===== src/rtl/core/sss_pkg.sv =====
`default_nettype none

package sss_pkg;

    typedef enum logic [1:0] {
        FUNC_TICK       = 2'd0,
        FUNC_SEG_WRITE  = 2'd1,
        FUNC_SET_LENGTH = 2'd2,
        FUNC_SCROLL_RST = 2'd3
    } func_t;

    localparam logic [3:0] PHASE_LED   = 4'd4;
    localparam logic [3:0] PHASE_LAST  = 4'd8;
    localparam logic [3:0] PHASE_UPPER = 4'd5;

    localparam logic [15:0] SCROLL_PERIOD_RESET = 16'd500;

    localparam logic [7:0] LOWER_ENABLE [4] = '{8'h10, 8'h20, 8'h40, 8'h80};
    localparam logic [7:0] UPPER_ENABLE [4] = '{8'h01, 8'h02, 8'h04, 8'h08};

    // What a scan tick carries while its segment byte is read from the store.
    typedef struct packed {
        logic       use_store;
        logic [7:0] port_m;
        logic [7:0] port_j;
        logic [7:0] key_column;
    } scan_meta_t;

endpackage

`default_nettype wire


===== src/rtl/core/sss_ram.sv =====
`default_nettype none

module sss_ram #(
    parameter int WIDTH = 8,
    parameter int DEPTH = 16
) (
    input  wire logic                     clk,
    input  wire logic                     we,
    input  wire logic [$clog2(DEPTH)-1:0] waddr,
    input  wire logic [WIDTH-1:0]         wdata,
    input  wire logic                     re,
    input  wire logic [$clog2(DEPTH)-1:0] raddr,
    output logic      [WIDTH-1:0]         rdata
);

    logic [WIDTH-1:0] mem_reg [DEPTH];
    logic [WIDTH-1:0] rdata_reg;

    always_ff @(posedge clk)
    begin
        if (we)
        begin
            mem_reg[waddr] <= wdata;
        end
        if (re)
        begin
            rdata_reg <= mem_reg[raddr];
        end
    end

    assign rdata = rdata_reg;

endmodule

`default_nettype wire


===== src/rtl/core/seven_segment_scan_scroll.sv =====
// Scan ticks: the segment store read registers at the accepting edge, and the output
// register loads from it when the output is empty or not stalled, offering the word.
// One word is accepted per clock cycle while in_stall is low; writes, length settings and
// scroll resets take effect at acceptance and produce no result.
// Reset clears the scan phase, offsets, scroll flag, lengths and pipeline valid flags,
// loads the scroll timer with twice the period, marks every segment store entry blank.
`default_nettype none

module seven_segment_scan_scroll
    import sss_pkg::*;
#(
    parameter int MAX_CHARS = 8
) (
    input  wire logic        clk,
    input  wire logic        rst_n,
    input  wire logic        cfg_wr_en,
    input  wire logic [15:0] cfg_wr_data,
    input  wire logic        in_valid,
    output logic             in_stall,
    input  wire logic [1:0]  func,
    input  wire logic        display_sel,
    input  wire logic [2:0]  char_index,
    input  wire logic [7:0]  seg_value,
    input  wire logic [3:0]  text_length,
    input  wire logic [3:0]  led_bits,
    output logic             out_valid,
    input  wire logic        out_stall,
    output logic [7:0]       segments,
    output logic [7:0]       port_m,
    output logic [7:0]       port_j,
    output logic             key_strobe_valid,
    output logic [7:0]       key_column
);

    localparam int DEPTH     = 2 * MAX_CHARS;
    localparam int ADDR_W    = $clog2(DEPTH);
    localparam int OFS_W     = $clog2(MAX_CHARS);
    localparam int LEN_W     = $clog2(MAX_CHARS + 1);
    localparam int SUM_W     = $clog2(MAX_CHARS + 3);
    localparam int MOD_STEPS = (MAX_CHARS + 2) / 5;

    // Offset plus digit stays below MAX_CHARS + 3 and a scrolled length is at least five,
    // so (MAX_CHARS + 2) / 5 conditional subtractions give the remainder.
    function automatic logic [SUM_W-1:0] wrap_pos(input logic [SUM_W-1:0] sum,
                                                  input logic [LEN_W-1:0] len);
        logic [SUM_W-1:0] r;
        logic [SUM_W-1:0] n;
        r = sum;
        n = SUM_W'(len);
        for (int i = 0; i < MOD_STEPS; i++)
        begin
            if (r >= n)
            begin
                r = r - n;
            end
        end
        return r;
    endfunction

    // Architectural state
    logic [15:0]      scroll_period_reg;
    logic [3:0]       scan_phase_reg,   scan_phase_next;
    logic [OFS_W-1:0] lower_offset_reg, lower_offset_next;
    logic [OFS_W-1:0] upper_offset_reg, upper_offset_next;
    logic             scroll_flag_reg,  scroll_flag_next;
    logic [16:0]      scroll_timer_reg, scroll_timer_next;
    logic [7:0]       port_j_hold_reg,  port_j_hold_next;
    logic [LEN_W-1:0] text_len_reg [2];
    logic [LEN_W-1:0] text_len_next [2];
    logic [DEPTH-1:0] seg_written_reg, seg_written_next;

    // Pipeline
    logic       s1_valid_reg, s1_valid_next;
    scan_meta_t s1_meta_reg,  s1_meta_next;
    logic       s1_written_reg;
    logic       out_valid_reg, out_valid_next;
    logic [7:0] segments_reg, port_m_reg, port_j_reg, key_column_reg;

    logic accept;
    logic tick_accept;
    logic s2_load;
    func_t func_code;

    // Scan tick evaluation
    logic [15:0]      period_ticks;
    logic             timer_active;
    logic [16:0]      timer_dec;
    logic             flag_tick;
    logic [3:0]       phase;
    logic             is_lower;
    logic             is_led;
    logic [1:0]       digit;
    logic [LEN_W-1:0] cur_len;
    logic [OFS_W-1:0] cur_off;
    logic             scrolling;
    logic             step;
    logic [LEN_W-1:0] off_inc;
    logic [OFS_W-1:0] off_new;
    logic [OFS_W-1:0] pos;
    logic [7:0]       tick_pm;
    logic [7:0]       tick_pj;
    logic [7:0]       tick_col;

    logic [ADDR_W-1:0] ram_waddr;
    logic [ADDR_W-1:0] ram_raddr;
    logic              ram_we;
    logic [7:0]        ram_rdata;

    assign func_code   = func_t'(func);
    assign in_stall    = s1_valid_reg && out_valid_reg && out_stall;
    assign accept      = in_valid && !in_stall;
    assign tick_accept = accept && (func_code == FUNC_TICK);
    assign s2_load     = s1_valid_reg && (!out_valid_reg || !out_stall);

    assign period_ticks = (scroll_period_reg == 16'd0) ? 16'd1 : scroll_period_reg;

    always_comb
    begin
        timer_active = (scroll_timer_reg != 17'd0);
        timer_dec    = timer_active ? (scroll_timer_reg - 17'd1) : scroll_timer_reg;
        flag_tick    = scroll_flag_reg || (timer_active && (timer_dec == 17'd0));

        phase    = (scan_phase_reg > PHASE_LAST) ? 4'd0 : scan_phase_reg;
        is_lower = (phase < PHASE_LED);
        is_led   = (phase == PHASE_LED);
        digit    = is_lower ? phase[1:0] : 2'(phase - PHASE_UPPER);

        cur_len   = is_lower ? text_len_reg[1] : text_len_reg[0];
        cur_off   = is_lower ? lower_offset_reg : upper_offset_reg;
        scrolling = !is_led && (cur_len > LEN_W'(4));
        step      = scrolling && flag_tick;

        off_inc = LEN_W'(cur_off) + LEN_W'(1);
        if (step)
        begin
            off_new = (off_inc >= cur_len) ? '0 : OFS_W'(off_inc);
        end
        else
        begin
            off_new = cur_off;
        end

        if (scrolling)
        begin
            pos = OFS_W'(wrap_pos(SUM_W'(off_new) + SUM_W'(digit), cur_len));
        end
        else
        begin
            pos = OFS_W'(digit);
        end

        tick_pm  = 8'h00;
        tick_pj  = port_j_hold_reg;
        tick_col = 8'h00;
        if (is_lower)
        begin
            if (phase == 4'd0)
            begin
                tick_col = LOWER_ENABLE[0];
            end
            if (phase < 4'd2)
            begin
                tick_pj = 8'h00;
                tick_pm = LOWER_ENABLE[digit];
            end
            else
            begin
                tick_pj = LOWER_ENABLE[digit];
            end
        end
        else if (is_led)
        begin
            tick_pm = {4'h0, led_bits};
        end
        else
        begin
            if (digit != 2'd0)
            begin
                tick_col = UPPER_ENABLE[digit];
            end
            tick_pj = 8'h00;
            tick_pm = UPPER_ENABLE[digit];
        end

        if (is_lower)
        begin
            ram_raddr = ADDR_W'(MAX_CHARS) + ADDR_W'(pos);
        end
        else
        begin
            ram_raddr = ADDR_W'(pos);
        end
    end

    always_comb
    begin
        ram_we    = 1'b0;
        ram_waddr = display_sel ? (ADDR_W'(MAX_CHARS) + ADDR_W'(char_index))
                                : ADDR_W'(char_index);

        scan_phase_next   = scan_phase_reg;
        lower_offset_next = lower_offset_reg;
        upper_offset_next = upper_offset_reg;
        scroll_flag_next  = scroll_flag_reg;
        scroll_timer_next = scroll_timer_reg;
        port_j_hold_next  = port_j_hold_reg;
        text_len_next     = text_len_reg;
        seg_written_next  = seg_written_reg;

        if (accept)
        begin
            unique case (func_code)
                FUNC_TICK:
                begin
                    scroll_timer_next = step ? 17'(period_ticks) : timer_dec;
                    scroll_flag_next  = flag_tick && !step;
                    if (is_lower)
                    begin
                        lower_offset_next = off_new;
                    end
                    else if (!is_led)
                    begin
                        upper_offset_next = off_new;
                    end
                    port_j_hold_next = tick_pj;
                    scan_phase_next  = (phase >= PHASE_LAST) ? 4'd0 : (phase + 4'd1);
                end
                FUNC_SEG_WRITE:
                begin
                    if (32'(char_index) < MAX_CHARS)
                    begin
                        ram_we                      = 1'b1;
                        seg_written_next[ram_waddr] = 1'b1;
                    end
                end
                FUNC_SET_LENGTH:
                begin
                    text_len_next[display_sel] = (32'(text_length) > MAX_CHARS)
                                                 ? LEN_W'(MAX_CHARS)
                                                 : LEN_W'(text_length);
                end
                FUNC_SCROLL_RST:
                begin
                    lower_offset_next = '0;
                    upper_offset_next = '0;
                    scroll_flag_next  = 1'b0;
                    scroll_timer_next = {period_ticks, 1'b0};
                end
                default:
                begin
                    scan_phase_next = scan_phase_reg;
                end
            endcase
        end
    end

    always_comb
    begin
        s1_valid_next = s1_valid_reg;
        if (tick_accept)
        begin
            s1_valid_next = 1'b1;
        end
        else if (s2_load)
        begin
            s1_valid_next = 1'b0;
        end

        s1_meta_next.use_store  = !is_led;
        s1_meta_next.port_m     = tick_pm;
        s1_meta_next.port_j     = tick_pj;
        s1_meta_next.key_column = tick_col;

        out_valid_next = out_valid_reg;
        if (s2_load)
        begin
            out_valid_next = 1'b1;
        end
        else if (!out_stall)
        begin
            out_valid_next = 1'b0;
        end
    end

    always_ff @(posedge clk or negedge rst_n)
    begin
        if (!rst_n)
        begin
            scroll_period_reg <= SCROLL_PERIOD_RESET;
            scan_phase_reg    <= '0;
            lower_offset_reg  <= '0;
            upper_offset_reg  <= '0;
            scroll_flag_reg   <= 1'b0;
            scroll_timer_reg  <= {SCROLL_PERIOD_RESET, 1'b0};
            port_j_hold_reg   <= '0;
            text_len_reg      <= '{default: '0};
            seg_written_reg   <= '0;
            s1_valid_reg      <= 1'b0;
            out_valid_reg     <= 1'b0;
        end
        else
        begin
            if (cfg_wr_en)
            begin
                scroll_period_reg <= cfg_wr_data;
            end
            scan_phase_reg   <= scan_phase_next;
            lower_offset_reg <= lower_offset_next;
            upper_offset_reg <= upper_offset_next;
            scroll_flag_reg  <= scroll_flag_next;
            scroll_timer_reg <= scroll_timer_next;
            port_j_hold_reg  <= port_j_hold_next;
            text_len_reg     <= text_len_next;
            seg_written_reg  <= seg_written_next;
            s1_valid_reg     <= s1_valid_next;
            out_valid_reg    <= out_valid_next;
        end
    end

    // The written flag is sampled together with the store read, so both hold while stalled.
    always_ff @(posedge clk)
    begin
        if (tick_accept)
        begin
            s1_meta_reg    <= s1_meta_next;
            s1_written_reg <= seg_written_reg[ram_raddr];
        end
        if (s2_load)
        begin
            segments_reg   <= (s1_meta_reg.use_store && s1_written_reg) ? ram_rdata : 8'h00;
            port_m_reg     <= s1_meta_reg.port_m;
            port_j_reg     <= s1_meta_reg.port_j;
            key_column_reg <= s1_meta_reg.key_column;
        end
    end

    sss_ram #(
        .WIDTH (8),
        .DEPTH (DEPTH)
    ) u_seg_store (
        .clk   (clk),
        .we    (ram_we),
        .waddr (ram_waddr),
        .wdata (seg_value),
        .re    (tick_accept),
        .raddr (ram_raddr),
        .rdata (ram_rdata)
    );

    assign out_valid        = out_valid_reg;
    assign segments         = segments_reg;
    assign port_m           = port_m_reg;
    assign port_j           = port_j_reg;
    assign key_column       = key_column_reg;
    assign key_strobe_valid = (key_column_reg != 8'h00);

endmodule

`default_nettype wire

===== config.mk =====
export PLATFORM = sky130hd
export DESIGN_NAME = seven_segment_scan_scroll
export DESIGN_NICKNAME = d
export VERILOG_FILES = /design/src/rtl/core/sss_pkg.sv /design/src/rtl/core/sss_ram.sv /design/src/rtl/core/seven_segment_scan_scroll.sv
export SDC_FILE = /design/constraint.sdc
export NUM_CORES = 1
export LEC_CHECK = 0
export BUFFER_PORTS_ARGS = -buffer_cell sky130_fd_sc_hd__buf_2
export CORE_ASPECT_RATIO = 1.4
export CORE_UTILIZATION = 57
export CTS_CLUSTER_DIAMETER = 200
export DETAILED_ROUTE_END_ITERATION = 7
export GPL_ROUTABILITY_DRIVEN = 0
export GPL_TIMING_DRIVEN = 0
export PLACE_DENSITY = 0.73
export SLEW_MARGIN = 20
export SYNTH_ARGS = -nofsm -noshare
export SYNTH_HDL_FRONTEND = slang
export SYNTH_SLANG_ARGS = --single-unit

===== constraint.sdc =====
create_clock -name clk -period 11.79 [get_ports clk]
set_input_delay 3.537 -clock clk [delete_from_list [all_inputs] [get_ports clk]]
set_output_delay 3.537 -clock clk [all_outputs]
set_load 0.01 [all_outputs]

==> summary.txt <==
GRT
  – Initial antenna violation count: 0
  – Total track usage: between 20% and 30%
  – First-pass GRT wire length: 40970 um
  – Vias in the first global route: 7664
  – Maximum number of pins on one net before global-route repair: 46
  – Grt total ovfl: 0

STA
  – Final count of negative-setup-slack endpoints: 0
  – Final hold slack: 0.4174 ns
  – Final min period: 10.96 ns
  – Fin Setup TNS: 0 ns
  – Worst Tran Pin Value: 0.8980 ns
  – Fmax achieved: 91.26 MHz
  – Fin crit share: 92.94%
  – Hold Vio Cnt, Final: 0
  – Max_slew headroom: 39.91%
  – Layout Skew: 0.008935 ns
  – RSZ-0062 raised after global routing: no
  – Post-route worst setup slack: 0.8327 ns
  – Final Max Tran Viols: 0

Logic synthesis
  – Synth top area share: 46.34%
  – Synth warn: 0
  – Post-synth top flop: edfxtp_1
  – Xor/xnor cell area share of the yosys netlist: 1.078%
  – Post-synth ARST share: roughly 29%
  – Mapped Area: 0.01218 mm^2
  – Synth Area in Simple Gates: between 10% and 20%
  – Synth Register Bits: 266
  – Synth area leaders: edfxtp_1 46%, dfrtp_1 14%, mux2i_1 4.3%, mux2_2 3.9%, dfstp_2 2.6%
  – Synth Area in Adders: 2.958%
  – Register area share after synthesis: 62.48%
  – Yosys cell types: 64
  – Synthesized instance count: 939
  – Combinational family with the most area after synthesis: simple AND/OR/NAND/NOR gates
  – Multiplexer share of the synthesized area: 8.154%
  – Synth Area in Compound Gates: 9.243%
  – Post-synth top area cell: edfxtp_1
  – Syn avg cell area: 12.97 um^2
  – Number of synthesized flops with an enable pin: between 150 and 200

Placed design
  – DP HPWL: 18340 um
  – IO Port Bufs: 73
  – DP Worst Slack: 0.8454 ns
  – Area after DPL: 0.01297 mm^2
  – Placed Cells: roughly 1300

Route
  – Via density: 5.864
  – DRT Pass-1 Iters: 7
  – WL final: 25800 um
  – Routed WL per cell: roughly 20 um
  – DRC viols: 7
  – Via Count: 7746
  – DR iter-0 viols: between 500 and 600
  – ANT nets after route: 0

Setup path
  – CP Data Arrival Time: 11.21 ns
  – CP Class: reg2reg
  – Max incr delay on CP: 0.75 ns
  – Worst EP required: between 10 and 15 ns
  – Setup crit start: scroll_timer_reg[0]
  – CP startpoint kind: flip-flop
  – Critical Path Most Common Cell: clkbuf_1
  – Worst r2r src: scroll_timer_reg[0]
  – Crit path capture type: flip-flop
  – CP max stage cell: nor2_1
  – Worst-path maximum fanout: 10

Finish
  – Final standard cell area without fillers: 0.01378 mm^2
  – Fin nets: 1116
  – Fill count: 1545
  – ANT cells: 0
  – Footprint of the multi-input gates: roughly 0.0043 mm^2
  – Area growth syn-to-layout: 13.07%
  – Register Area: roughly 0.0076 mm^2
  – Fin cells: approximately 1300
  – Max reg flops: 128
  – Share of cells above drive strength 1: 20.94%

Floorplan
  – Die area: about 0.022 mm^2
  – Core Region: slightly above 0.02 mm^2
  – I/O pin cnt: 78
  – Initial core utilization: around three fifths
  – # rows: 62
  – Die width: 125.6 um
  – Die Y-Extent: 175.0 um

Clocking
  – TritonCTS clock tree: built
  – CTS Buf Count: 25
  – Post-CTS sizing: 0
  – Worst-path clk slew: 0.06 ns
  – Worst-Skew Late Latency: 0.52 ns
  – CTS root buf: clkbuf_16
  – Hold-fix buffers, CTS: 0
  – H-tree depth: 1
  – Post-CTS setup repair buffer count: 0
  – CTS Buffer Depth: 3
  – Sink Count: between 200 and 300

Status
  – Status: complete, but fails checks
  – Failing checks: DRC

Run
  – Max-cap viol count: 0

Power
  – Lkg Pwr: 5.361 nW
  – Pwr Density: 271.7 mW/mm^2
  – Worst VDD drop: ~170 uV

Min path
  – Hold Crit Class: reg2reg
  – Hold Crit Start: s1_meta_reg[4]
[kinds of logic (layout without fill, tap and decap cells)]
family                   after synthesis  in the layout
AND/OR/NAND/NOR                      302            302
multiplexers                          94             94
AO/OA/AOI/OAI                        161            161
buffers and inverters                 73            194
other                                  1              6
adder cells (fa/ha/maj)               27             27
flip-flops                           266            266
XOR/XNOR                              15             15
[metal layers]
metal / vias up / part of all wire [%] / GRT usage (%)
met3: 59 / 4.8 / 2.358
met4: 0 / 3.3 / 9.400
met1: 3708 / 41 / 30.84
li1: 3724 / - / -
met5: - / 0 / 0
met2: 255 / 51 / 42.62
[synthesized netlist by cell type (23+ instances only)]
master,n
clkbuf_1,33
edfxtp_1,188
dfrtp_1,66
o21ai_0,31
nor3_1,23
nor2_1,68
mux2i_1,52
and3_1,35
a211oi_1,23
a21oi_1,45
mux2_2,42
nor2b_1,25
ha_1,24
nand2_1,56
[where the power goes]
| part | switching (mW) | total (mW) | internal [mW] |
|---|---|---|---|
| Clock | 0.327 | 0.781 | 0.454 |
| Combinational | 1.10 | 1.79 | 0.689 |
| Sequential | 0.0513 | 1.17 | 1.12 |
[worst max-delay path: cells and delay by family, from the launching register on]
kind                       cells  cell delay, ns
buffers and inverters          7            2.19
AOI/OAI and AO/OA             12            3.18
DFF                            1            0.44
muxes                          2            0.67
and+or+nand+nor                7            2.57
adders and majority gates      6            1.61
[worst paths after layout]
check,to,slack [ns],cells past startpoint
max in group asynchronous,scroll_period_reg[8],8.16,2
max reg2reg,u_seg_store.rdata[7],0.83,34
min,key_column[4],0.42,0
min in group asynchronous,scroll_period_reg[3],2.97,1
min reg2reg,key_column[4],0.42,0
max,u_seg_store.rdata[7],0.83,34
[layout by cell type, fill, tap and decap left out, drive strengths merged, types with 32 or more instances in the layout]
cell and instances:
and3 35, a21oi 45, edfxtp 188, o21ai 32, nor2 69, mux2 42
mux2i 52, dfrtp 66, buf 96, nand2 56, clkbuf 68
[stage by stage]
step | total power [mW] | util (%)
floorplan | 2.445 | -
global placement | 2.935 | 62.22
finish | 3.743 | 66.51
global route | 3.950 | 66.51
detailed placement | 2.966 | 62.63
CTS | 3.746 | 66.49
[area by class of cell]
type	instances	share of cell area (%)
buffer	54	1.853
timing repair buffer	75	3.070
tap	256	2.325
multi-input combinational	605	31.17
clock inverter	11	0.7720
inverter	19	0.5177
sequential	266	55.26
clock buffer	35	5.032
Power figures use the tool's default switching activity.
